File: src/rtl/windowed_peak_to_peak_alarm_unit_macros.svh
// assertion macros for the windowed peak-to-peak alarm unit
// included by files that carry concurrent checks; no other dependencies
`ifndef WINDOWED_PEAK_TO_PEAK_ALARM_UNIT_MACROS_SVH
`define WINDOWED_PEAK_TO_PEAK_ALARM_UNIT_MACROS_SVH
`ifndef SYNTHESIS
`define WPPA_ASSERT_IMPLY(lbl, clk_s, rst_n_s, ante, cons) \
	lbl: assert property (@(posedge clk_s) disable iff (!rst_n_s) (ante) |-> (cons)) \
		else $error("wppa check failed: same-cycle implication");
`define WPPA_ASSERT_NEXT(lbl, clk_s, rst_n_s, ante, cons) \
	lbl: assert property (@(posedge clk_s) disable iff (!rst_n_s) (ante) |=> (cons)) \
		else $error("wppa check failed: next-cycle implication");
`else
`define WPPA_ASSERT_IMPLY(lbl, clk_s, rst_n_s, ante, cons)
`define WPPA_ASSERT_NEXT(lbl, clk_s, rst_n_s, ante, cons)
`endif
`endif

File: src/rtl/wppa_pkg.sv
// shared types and constants for the windowed peak-to-peak alarm unit
// no dependencies; imported by every module of the block
package wppa_pkg;

	localparam int SAMPLE_W   = 12;
	localparam int TIME_W     = 32;
	localparam int IVL_W      = 16;
	localparam int SAMPLE_MAX = 4095;
	localparam int CFG_IDX_W  = 2;
	localparam int CFG_DATA_W = 16;

	// shared divider: numerator covers 12b x 16b products and window sums
	localparam int DIV_NUM_W = 28;
	localparam int DIV_DEN_W = 12;
	localparam int DIV_CNT_W = $clog2(DIV_NUM_W + 1);

	// signed width of the unclamped mapped interval
	localparam int MAP_W = DIV_NUM_W + 2;

	localparam int Q_DEPTH = 2;

	localparam logic [SAMPLE_W-1:0] THR_RST  = 12'd400;
	localparam logic [SAMPLE_W-1:0] FULL_RST = 12'd4000;
	localparam logic [IVL_W-1:0]    SLOW_RST = 16'd500;
	localparam logic [IVL_W-1:0]    FAST_RST = 16'd30;

	typedef enum logic [CFG_IDX_W-1:0] {
		CFG_ALERT_THR = 2'd0,
		CFG_FULL_INT  = 2'd1,
		CFG_SLOW_IVL  = 2'd2,
		CFG_FAST_IVL  = 2'd3
	} cfg_idx_t;

	typedef struct packed {
		logic [SAMPLE_W-1:0] alert_threshold;
		logic [SAMPLE_W-1:0] full_intensity;
		logic [IVL_W-1:0]    slow_interval_ms;
		logic [IVL_W-1:0]    fast_interval_ms;
	} cfg_t;

	// sample in the low bits
	typedef struct packed {
		logic [TIME_W-1:0]   now_ms;
		logic [SAMPLE_W-1:0] sample;
	} in_item_t;

	// window_min in the low bits
	typedef struct packed {
		logic [IVL_W-1:0]    beep_interval_ms;
		logic                beep;
		logic                alert;
		logic [SAMPLE_W-1:0] average;
		logic [SAMPLE_W-1:0] peak_to_peak;
		logic [SAMPLE_W-1:0] window_max;
		logic [SAMPLE_W-1:0] window_min;
	} result_t;

	localparam int IN_TDATA_W  = (($bits(in_item_t) + 7) / 8) * 8;
	localparam int OUT_TDATA_W = (($bits(result_t) + 7) / 8) * 8;

	typedef struct packed {
		logic                 start;
		logic [DIV_NUM_W-1:0] num;
		logic [DIV_DEN_W-1:0] den;
	} div_req_t;

	typedef enum logic [3:0] {
		ST_IDLE,
		ST_WRITE,
		ST_SCAN,
		ST_AVG_WAIT,
		ST_MAP_MUL,
		ST_MAP_DIV,
		ST_MAP_WAIT,
		ST_CLAMP,
		ST_FINISH
	} back_state_t;

endpackage

File: src/rtl/wppa_fifo.sv
// short item queue between the input side and the window engine
// depends on wppa_pkg for the item type and depth
module wppa_fifo
	import wppa_pkg::*;
(
	input  logic     clk,
	input  logic     arst_n,
	input  logic     push_valid,
	output logic     push_ready,
	input  in_item_t push_data,
	input  logic     pop,
	output logic     empty,
	output in_item_t pop_data
);

	localparam int PTR_W = $clog2(Q_DEPTH);
	localparam int CNT_W = $clog2(Q_DEPTH + 1);

	in_item_t         entries_q [Q_DEPTH];
	logic [PTR_W-1:0] wr_ptr_q;
	logic [PTR_W-1:0] rd_ptr_q;
	logic [CNT_W-1:0] count_q;
	logic             push;

	assign push_ready = (count_q != CNT_W'(Q_DEPTH));
	assign empty      = (count_q == '0);
	assign push       = push_valid && push_ready;
	assign pop_data   = entries_q[rd_ptr_q];

	always_ff @(posedge clk or negedge arst_n) begin
		if (!arst_n) begin
			wr_ptr_q <= '0;
			rd_ptr_q <= '0;
			count_q  <= '0;
		end else begin
			if (push) begin
				wr_ptr_q <= (wr_ptr_q == PTR_W'(Q_DEPTH - 1)) ? '0 : wr_ptr_q + 1'b1;
			end
			if (pop) begin
				rd_ptr_q <= (rd_ptr_q == PTR_W'(Q_DEPTH - 1)) ? '0 : rd_ptr_q + 1'b1;
			end
			priority if (push && !pop) begin
				count_q <= count_q + 1'b1;
			end else if (pop && !push) begin
				count_q <= count_q - 1'b1;
			end
		end
	end

	always_ff @(posedge clk) begin
		if (push) begin
			entries_q[wr_ptr_q] <= push_data;
		end
	end

endmodule

File: src/rtl/wppa_div.sv
// restoring unsigned divider, one quotient bit per cycle
// depends on wppa_pkg for widths and the request struct
module wppa_div
	import wppa_pkg::*;
(
	input  logic                 clk,
	input  logic                 arst_n,
	input  div_req_t             req,
	output logic                 busy,
	output logic [DIV_NUM_W-1:0] quot
);

	logic                 busy_q;
	logic [DIV_CNT_W-1:0] cnt_q;
	logic [DIV_NUM_W-1:0] quo_q;
	logic [DIV_DEN_W-1:0] rem_q;
	logic [DIV_DEN_W-1:0] den_q;
	logic [DIV_DEN_W:0]   rem_shift;
	logic [DIV_DEN_W:0]   rem_trial;
	logic                 fits;

	assign busy = busy_q;
	assign quot = quo_q;

	assign rem_shift = {rem_q, quo_q[DIV_NUM_W-1]};
	assign rem_trial = rem_shift - {1'b0, den_q};
	assign fits      = (rem_shift >= {1'b0, den_q});

	always_ff @(posedge clk or negedge arst_n) begin
		if (!arst_n) begin
			busy_q <= 1'b0;
			cnt_q  <= '0;
		end else if (req.start) begin
			busy_q <= 1'b1;
			cnt_q  <= DIV_CNT_W'(DIV_NUM_W);
		end else if (busy_q) begin
			cnt_q <= cnt_q - 1'b1;
			if (cnt_q == DIV_CNT_W'(1)) begin
				busy_q <= 1'b0;
			end
		end
	end

	// numerator shifts out at the top while quotient bits enter at the bottom
	always_ff @(posedge clk) begin
		if (req.start) begin
			quo_q <= req.num;
			rem_q <= '0;
			den_q <= req.den;
		end else if (busy_q) begin
			quo_q <= {quo_q[DIV_NUM_W-2:0], fits};
			rem_q <= fits ? rem_trial[DIV_DEN_W-1:0] : rem_shift[DIV_DEN_W-1:0];
		end
	end

endmodule

File: src/rtl/wppa_back.sv
// window engine: circular sample memory, min/max scan, average, interval map, beep
// depends on wppa_pkg and instantiates wppa_div
module wppa_back
	import wppa_pkg::*;
#(
	parameter int WINDOW_LEN = 240
) (
	input  logic     clk,
	input  logic     arst_n,
	input  cfg_t     cfg,
	input  logic     q_empty,
	input  in_item_t q_data,
	output logic     q_pop,
	output logic     out_valid,
	input  logic     out_ready,
	output result_t  out_data
);

	localparam int PTR_W = (WINDOW_LEN > 1) ? $clog2(WINDOW_LEN) : 1;
	localparam int CNT_W = $clog2(WINDOW_LEN + 1);
	localparam int SUM_W = $clog2(WINDOW_LEN * SAMPLE_MAX + 1);

	back_state_t state_q, state_d;

	logic [SAMPLE_W-1:0] mem [WINDOW_LEN];
	logic [SAMPLE_W-1:0] rdata_q;
	logic [PTR_W-1:0]    mem_raddr;
	logic                mem_we;

	in_item_t            item_q;
	logic [PTR_W-1:0]    pos_q;
	logic [CNT_W-1:0]    fill_q;
	logic [SUM_W-1:0]    sum_q;
	logic [SUM_W-1:0]    sum_new;
	logic [TIME_W-1:0]   last_beep_q;
	logic [CNT_W-1:0]    scan_addr_q;
	logic                scan_live;
	logic                rd_vld_s1;
	logic [PTR_W-1:0]    rd_idx_s1;
	logic [SAMPLE_W-1:0] old_val;
	logic [SAMPLE_W-1:0] scan_val;
	logic [SAMPLE_W-1:0] lo_q;
	logic [SAMPLE_W-1:0] hi_q;
	logic [SAMPLE_W-1:0] p2p;
	logic [SAMPLE_W-1:0] avg_q;
	logic                alert_q;
	logic                eq_q;
	logic                neg_q;
	logic [DIV_NUM_W-1:0] prod_q;
	logic [IVL_W-1:0]    ivl_q;
	logic                out_valid_q;
	result_t             out_data_q;

	logic [SAMPLE_W-1:0] thr_gap;
	logic [IVL_W-1:0]    ivl_span;
	logic [DIV_DEN_W-1:0] map_den;
	logic [MAP_W-1:0]    q_ext;
	logic signed [MAP_W-1:0] m_val;
	logic signed [MAP_W-1:0] fast_s;
	logic signed [MAP_W-1:0] slow_s;
	logic [TIME_W-1:0]   elapsed;
	logic                beep_c;
	logic                out_load;

	div_req_t             div_req;
	logic                 div_busy;
	logic [DIV_NUM_W-1:0] div_quot;

	wppa_div u_div (
		.clk    (clk),
		.arst_n (arst_n),
		.req    (div_req),
		.busy   (div_busy),
		.quot   (div_quot)
	);

	// entries at or beyond the fill count were never written and read as zero
	assign old_val   = (CNT_W'(pos_q) < fill_q) ? rdata_q : '0;
	assign scan_val  = (CNT_W'(rd_idx_s1) < fill_q) ? rdata_q : '0;
	assign sum_new   = sum_q - SUM_W'(old_val) + SUM_W'(item_q.sample);
	assign scan_live = (scan_addr_q < CNT_W'(WINDOW_LEN));
	assign mem_raddr = (state_q == ST_SCAN && scan_live) ? scan_addr_q[PTR_W-1:0] : pos_q;
	assign p2p       = hi_q - lo_q;

	assign thr_gap  = p2p - cfg.alert_threshold;
	assign ivl_span = (cfg.fast_interval_ms >= cfg.slow_interval_ms)
		? cfg.fast_interval_ms - cfg.slow_interval_ms
		: cfg.slow_interval_ms - cfg.fast_interval_ms;
	assign map_den  = (cfg.full_intensity >= cfg.alert_threshold)
		? cfg.full_intensity - cfg.alert_threshold
		: cfg.alert_threshold - cfg.full_intensity;

	// quotient truncates toward zero, sign applied after the unsigned divide
	assign q_ext  = eq_q ? '0 : MAP_W'(div_quot);
	assign fast_s = $signed(MAP_W'(cfg.fast_interval_ms));
	assign slow_s = $signed(MAP_W'(cfg.slow_interval_ms));
	assign m_val  = $signed(neg_q ? (~q_ext + 1'b1) : q_ext) + slow_s;

	assign elapsed  = item_q.now_ms - last_beep_q;
	assign beep_c   = alert_q && (elapsed > TIME_W'(ivl_q));
	assign out_load = (state_q == ST_FINISH) && (!out_valid_q || out_ready);

	assign out_valid = out_valid_q;
	assign out_data  = out_data_q;

	always_ff @(posedge clk or negedge arst_n) begin
		if (!arst_n) begin
			state_q <= ST_IDLE;
		end else begin
			state_q <= state_d;
		end
	end

	always_comb begin
		state_d     = state_q;
		q_pop       = 1'b0;
		mem_we      = 1'b0;
		div_req     = '0;
		unique case (state_q)
			ST_IDLE: begin
				if (!q_empty) begin
					q_pop   = 1'b1;
					state_d = ST_WRITE;
				end
			end
			ST_WRITE: begin
				mem_we        = 1'b1;
				div_req.start = 1'b1;
				div_req.num   = DIV_NUM_W'(sum_new);
				div_req.den   = DIV_DEN_W'(WINDOW_LEN);
				state_d       = ST_SCAN;
			end
			ST_SCAN: begin
				if (!scan_live && rd_vld_s1) begin
					state_d = ST_AVG_WAIT;
				end
			end
			ST_AVG_WAIT: begin
				if (!div_busy) begin
					state_d = ST_MAP_MUL;
				end
			end
			ST_MAP_MUL: begin
				state_d = (p2p > cfg.alert_threshold) ? ST_MAP_DIV : ST_FINISH;
			end
			ST_MAP_DIV: begin
				if (eq_q) begin
					state_d = ST_CLAMP;
				end else begin
					div_req.start = 1'b1;
					div_req.num   = prod_q;
					div_req.den   = map_den;
					state_d       = ST_MAP_WAIT;
				end
			end
			ST_MAP_WAIT: begin
				if (!div_busy) begin
					state_d = ST_CLAMP;
				end
			end
			ST_CLAMP: begin
				state_d = ST_FINISH;
			end
			ST_FINISH: begin
				if (out_load) begin
					state_d = ST_IDLE;
				end
			end
			default: begin
				state_d = ST_IDLE;
			end
		endcase
	end

	always_ff @(posedge clk or negedge arst_n) begin
		if (!arst_n) begin
			pos_q       <= '0;
			fill_q      <= '0;
			sum_q       <= '0;
			last_beep_q <= '0;
			rd_vld_s1   <= 1'b0;
			out_valid_q <= 1'b0;
		end else begin
			rd_vld_s1 <= (state_q == ST_SCAN) && scan_live;
			if (state_q == ST_WRITE) begin
				sum_q  <= sum_new;
				pos_q  <= (pos_q == PTR_W'(WINDOW_LEN - 1)) ? '0 : pos_q + 1'b1;
				if (fill_q != CNT_W'(WINDOW_LEN)) begin
					fill_q <= fill_q + 1'b1;
				end
			end
			if (out_load && beep_c) begin
				last_beep_q <= item_q.now_ms;
			end
			if (out_load) begin
				out_valid_q <= 1'b1;
			end else if (out_ready) begin
				out_valid_q <= 1'b0;
			end
		end
	end

	always_ff @(posedge clk) begin
		if (mem_we) begin
			mem[pos_q] <= item_q.sample;
		end
		rdata_q <= mem[mem_raddr];
	end

	always_ff @(posedge clk) begin
		if (q_pop) begin
			item_q <= q_data;
		end
		if (state_q == ST_WRITE) begin
			lo_q        <= SAMPLE_W'(SAMPLE_MAX);
			hi_q        <= '0;
			scan_addr_q <= '0;
		end
		if (state_q == ST_SCAN) begin
			if (scan_live) begin
				scan_addr_q <= scan_addr_q + 1'b1;
			end
			rd_idx_s1 <= scan_addr_q[PTR_W-1:0];
			if (rd_vld_s1) begin
				if (scan_val < lo_q) begin
					lo_q <= scan_val;
				end
				if (scan_val > hi_q) begin
					hi_q <= scan_val;
				end
			end
		end
		if (state_q == ST_AVG_WAIT && !div_busy) begin
			avg_q <= div_quot[SAMPLE_W-1:0];
		end
		if (state_q == ST_MAP_MUL) begin
			alert_q <= (p2p > cfg.alert_threshold);
			eq_q    <= (cfg.full_intensity == cfg.alert_threshold);
			neg_q   <= (cfg.fast_interval_ms < cfg.slow_interval_ms)
				^ (cfg.full_intensity < cfg.alert_threshold);
			prod_q  <= DIV_NUM_W'(thr_gap * ivl_span);
			ivl_q   <= '0;
		end
		if (state_q == ST_CLAMP) begin
			priority if (m_val < fast_s) begin
				ivl_q <= cfg.fast_interval_ms;
			end else if (m_val > slow_s) begin
				ivl_q <= cfg.slow_interval_ms;
			end else begin
				ivl_q <= m_val[IVL_W-1:0];
			end
		end
		if (out_load) begin
			out_data_q.window_min       <= lo_q;
			out_data_q.window_max       <= hi_q;
			out_data_q.peak_to_peak     <= p2p;
			out_data_q.average          <= avg_q;
			out_data_q.alert            <= alert_q;
			out_data_q.beep             <= beep_c;
			out_data_q.beep_interval_ms <= ivl_q;
		end
	end

endmodule

File: src/rtl/windowed_peak_to_peak_alarm_unit.sv
// the engine takes one item at a time: the next leaves the queue only after the last result
// is loaded into the output register; the work is the one-entry-a-cycle min/max walk over
// the window memory, the average divide on the shared divider and, for items with alert, the interval map
// a two-item queue takes input while the engine works; one output register holds the result
// reset: registers to defaults, window reads as zero through a fill count, no clearing pass
module windowed_peak_to_peak_alarm_unit
	import wppa_pkg::*;
#(
	parameter int WINDOW_LEN = 240
) (
	input  logic                   clk,
	input  logic                   arst_n,
	input  logic                   cfg_we,
	input  logic [CFG_IDX_W-1:0]   cfg_index,
	input  logic [CFG_DATA_W-1:0]  cfg_data,
	input  logic                   s_axis_tvalid,
	output logic                   s_axis_tready,
	// sample[11:0], now_ms[43:12], zero fill
	input  logic [IN_TDATA_W-1:0]  s_axis_tdata,
	output logic                   m_axis_tvalid,
	input  logic                   m_axis_tready,
	// window_min[11:0], window_max[23:12], peak_to_peak[35:24], average[47:36],
	// alert[48], beep[49], beep_interval_ms[65:50], zero fill
	output logic [OUT_TDATA_W-1:0] m_axis_tdata
);

`include "windowed_peak_to_peak_alarm_unit_macros.svh"

	cfg_t     cfg_q;
	in_item_t in_item;
	in_item_t q_data;
	logic     q_empty;
	logic     q_pop;
	result_t  res;

	always_ff @(posedge clk or negedge arst_n) begin
		if (!arst_n) begin
			cfg_q.alert_threshold  <= THR_RST;
			cfg_q.full_intensity   <= FULL_RST;
			cfg_q.slow_interval_ms <= SLOW_RST;
			cfg_q.fast_interval_ms <= FAST_RST;
		end else if (cfg_we) begin
			unique case (cfg_idx_t'(cfg_index))
				CFG_ALERT_THR: cfg_q.alert_threshold  <= cfg_data[SAMPLE_W-1:0];
				CFG_FULL_INT:  cfg_q.full_intensity   <= cfg_data[SAMPLE_W-1:0];
				CFG_SLOW_IVL:  cfg_q.slow_interval_ms <= cfg_data[IVL_W-1:0];
				CFG_FAST_IVL:  cfg_q.fast_interval_ms <= cfg_data[IVL_W-1:0];
				default: begin
				end
			endcase
		end
	end

	assign in_item = in_item_t'(s_axis_tdata[$bits(in_item_t)-1:0]);

	wppa_fifo u_fifo (
		.clk        (clk),
		.arst_n     (arst_n),
		.push_valid (s_axis_tvalid),
		.push_ready (s_axis_tready),
		.push_data  (in_item),
		.pop        (q_pop),
		.empty      (q_empty),
		.pop_data   (q_data)
	);

	wppa_back #(
		.WINDOW_LEN (WINDOW_LEN)
	) u_back (
		.clk       (clk),
		.arst_n    (arst_n),
		.cfg       (cfg_q),
		.q_empty   (q_empty),
		.q_data    (q_data),
		.q_pop     (q_pop),
		.out_valid (m_axis_tvalid),
		.out_ready (m_axis_tready),
		.out_data  (res)
	);

	assign m_axis_tdata = {{(OUT_TDATA_W - $bits(result_t)){1'b0}}, res};

	`WPPA_ASSERT_IMPLY(a_pop_nonempty, clk, arst_n, q_pop, !q_empty)
	`WPPA_ASSERT_NEXT(a_one_item_at_a_time, clk, arst_n, q_pop, !q_pop)
	`WPPA_ASSERT_IMPLY(a_quiet_without_alert, clk, arst_n, m_axis_tvalid && !res.alert, !res.beep && res.beep_interval_ms == '0)
	`WPPA_ASSERT_IMPLY(a_p2p_consistent, clk, arst_n, m_axis_tvalid, res.window_min <= res.window_max && res.peak_to_peak == res.window_max - res.window_min)

endmodule

File: config.mk
export PLATFORM = sky130hd
export DESIGN_NAME = windowed_peak_to_peak_alarm_unit
export DESIGN_NICKNAME = d
export VERILOG_FILES = /design/src/rtl/wppa_pkg.sv /design/src/rtl/wppa_fifo.sv /design/src/rtl/wppa_div.sv /design/src/rtl/wppa_back.sv /design/src/rtl/windowed_peak_to_peak_alarm_unit.sv
export VERILOG_INCLUDE_DIRS = /design/src /design/src/rtl
export SDC_FILE = /design/constraint.sdc
export NUM_CORES = 2
export LEC_CHECK = 0
export ABC_AREA = 0
export BUFFER_PORTS_ARGS = -buffer_cell sky130_fd_sc_hd__buf_2
export CAP_MARGIN = 20
export CORE_UTILIZATION = 35
export CTS_BUF_LIST = sky130_fd_sc_hd__clkbuf_2 sky130_fd_sc_hd__clkbuf_4 sky130_fd_sc_hd__clkbuf_8
export CTS_CLUSTER_DIAMETER = 40
export DETAILED_ROUTE_END_ITERATION = 8
export MAX_ROUTING_LAYER = met4
export PLACE_DENSITY_LB_ADDON = 0.2
export REMOVE_ABC_BUFFERS = 1
export SLEW_MARGIN = 5
export SYNTH_ARGS = -nofsm -noshare
export SYNTH_HDL_FRONTEND = slang
export SYNTH_SLANG_ARGS = --single-unit
File: constraint.sdc
create_clock -name clk -period 11.95 [get_ports clk]
set_input_delay 1.195 -clock clk [delete_from_list [all_inputs] [get_ports clk]]
set_output_delay 1.195 -clock clk [all_outputs]
set_load 0.005 [all_outputs]
==> impl_metrics.ini <==
[critical_path]
cp-end-kind = flip-flop
criticalPathCategory = reg2reg
endpoint = u_back.prod_q[25]
rr_endpoint = u_back.prod_q[25]
path_max_fanout = 6
cpMostUsedCell = fa_1
regToRegStartpoint = u_back.lo_q[1]
critical_path.top_delay_family = adder cells
crit_path_top_delay_cell = xor2_1
crit_start = u_back.lo_q[1]
path_depth = 33
crit_arrival_ps = 10270
cpPeakStageDelay_ps = 780
rrSetupSlack_ps = 2600
cp_num_buf_inv = 3
worstRegToRegCells = 33
critPathRequiredTime_ps = 12880
cp-start-kind = flip-flop

[floorplan]
die_w_um = 651
die_y_um = 651
row_count = 238
start_util_pct = 35.1
die_area_um2 = 424000
core_um2 = 420000
io_pins = 145

[logic_synthesis]
synth_area_leader_cell = edfxtp_1
netlist_area_um2 = 147000
syn_avg_cell_area_um2 = 16.4
synth_cell_type_count = 90
synth_top_cell_area_share_pct = 64.8
async_flop_share_pct = 4.14
yosys_warnings = 0
netlist_top_cells_area = edfxtp_1 (65%), mux4_2 (11%), ha_1 (2.7%), nand2_1 (2.4%), fa_1 (2.2%)
ys_seq_elements = 3381
synth_edf_count = 3185
yosysMostFrequentCell = edfxtp_1
synthFlopType = edfxtp_1
netlist_instances = 9012
ys_seq_area_share_pct = 68.0
yosys-top-cells-count = edfxtp_1 (3185), nand2_1 (960), mux4_2 (720)

[placed_design]
hpwl_um = 260000
gp_congestion = 0.878
dpl_worst_slack_ps = 2670
portBuffers = 134
dp.cells = 14591

[layout]
layout.cells.non_filler = 15693
multi_input_area_um2 = 43700
drive_gt1_share_pct = 24.5
final_net_count = 10232
area.growth.synth_to_final_pct = 14.9
seq_area_um2 = 100000
fill_cells = 38277

[detailed_routing]
drt_first_pass_iters = 6
drtIter0Drc = 7210
drc = 0
wirelength_um = 411000
vias_per_cell = 5.28
drt-wirelength-per-cell_um = 26.2
final_antenna_net_count = 0
vias = 82862

[global_route]
overflow = 0
grt_pass1_wl_um = 597000
grt_max_degree = 185
first_global_vias = 85228
track_usage_pct = 19.6
antenna_found_initial = 21

[timing]
worst_pin_slew_ps = 1190
clock.fmax_mhz = 107
setup_violations = 0
skew_ps = 96.6
drv_slew = 0
hold_viol_final = 0
setup_ws_ps = 2600
layout_min_cycle_time_ps = 9350
rsz0062_at_grt = no
period_share_pct = 78.2
worst_slew_margin_rel_pct = 20.7

[cts]
postCtsSetupRepairBufs = 0
root_buffer = clkbuf_8
clk_latency_ps = 1210
cts_max_level = 6
cts_max_path_buffers = 4
cts.sinks = 3381
cts_tree = built
cts_buffers = 604
path_clk_slew_ps = 60
cts_resized = 0

[hold_path]
hp-class = in2reg

[run]
max_cap_viol_count = 0

[outcome]
status = complete, no violations
-- cells by family (layout without fill, tap and decap cells) --
family / count (synthesis) / count (layout) / synth area share (%)
AO/OA/AOI/OAI: 942 / 942 / 4.39
AND/OR/NAND/NOR: 2155 / 2155 / 6.54
flip-flops: 3381 / 3381 / 68.0
other: 1 / 19 / 0.00254
XOR/XNOR: 143 / 143 / 0.849
multiplexers: 975 / 975 / 12.9
buffers and inverters: 938 / 2081 / 2.50
adder cells (fa/ha/maj): 477 / 477 / 4.87
-- layout by cell type (no fill, tap or decap), drive strengths merged, types with 179 or more instances in the layout --
cell / synthesis / final
nand3: 308 / 308
mux4: 720 / 720
buf: 147 / 536
nor2: 432 / 432
inv: 460 / 494
nand2: 960 / 960
ha: 316 / 316
o21ai: 181 / 181
edfxtp: 3185 / 3185
a21oi: 207 / 207
clkinv: 2 / 179
clkbuf: 329 / 816
-- worst min-delay path by stage --
stage | from | end | slack, ps | depth (start not counted)
floorplan | u_back.avg_q[0] | u_back.out_data[36] | 400 | 0
global placement | u_back.avg_q[10] | u_back.out_data[46] | 410 | 0
detailed placement | u_back.avg_q[8] | u_back.out_data[44] | 410 | 0
CTS | s_axis_tdata[0] | u_fifo.entries_q[0][0] | 40 | 1
global route | s_axis_tdata[0] | u_fifo.entries_q[0][0] | 140 | 1
finish | s_axis_tdata[0] | u_fifo.entries_q[0][0] | 200 | 1
-- routing by layer --
layer | up-vias | GRT usage [%] | routed length (um)
met4 | 0 | 5.46 | 11000
met5 | - | - | 0
met2 | 2473 | 32.1 | 203000
li1 | 36321 | - | -
met3 | 603 | 2.89 | 22800
met1 | 43465 | 25.4 | 174000
-- final cells by class --
cell class | instances | share of cell area, %
multi-input cells | 4698 | 25.8
clock inverters | 266 | 1.48
repair buffers | 537 | 2.50
well taps | 5520 | 4.08
flip-flops and latches | 3381 | 59.2
inverters | 462 | 1.02
diodes | 13 | 0.0192
clock buffers | 816 | 5.90
-- stage by stage --
| stage | setup TNS [ps] | cell area (um2) | util, % | hold slack (ps) |
|---|---|---|---|---|
| 3_3_place_gp | 0 | 156000 | 37.1 | 411 |
| 3_5_place_dp | 0 | 157000 | 37.3 | 409 |
| 6_report | 0 | 169000 | 40.4 | 205 |
| 5_1_grt | 0 | 169000 | 40.3 | 136 |
| 4_1_cts | 0 | 169000 | 40.3 | 36.5 |
| 2_1_floorplan | -682460 | 146000 | - | 400 |
-- state kept, by name, indices dropped and copies added, names as in the netlist, 12 cells and up --
name and cells:
u_back.avg_q 12, u_back.u_div.den_q 12, u_back.item_q 44, u_back.lo_q 12, u_back.u_div.rem_q 12, u_back.sum_q 20, u_back.prod_q 28, u_back.last_beep_q 32
u_back.hi_q 12, u_back.ivl_q 16, u_fifo.entries_q 88, u_back.mem 2880, u_back.u_div.quot 28, u_back.out_data 66, cfg_q 56, u_back.rdata_q 12
-- worst register-to-register path: cells and delay by family (launching register included) --
kind | cells | cell delay, ps
fa+ha+maj | 8 | 3440
compound gates | 12 | 2540
simple gates | 7 | 1260
xor+xnor | 2 | 1050
flops | 1 | 360
buf+inv | 3 | 210
mux | 1 | 200
-- timing repair --
action                                  4_1_cts  5_1_grt
endpoints found under the setup margin        0        0
hold buffers                                  1        0
hold endpoints to repair                     31        0
Power is left out: the tool's default activity adds up to more than one toggle a clock period on the data nets, which glitch-free logic cannot reach.
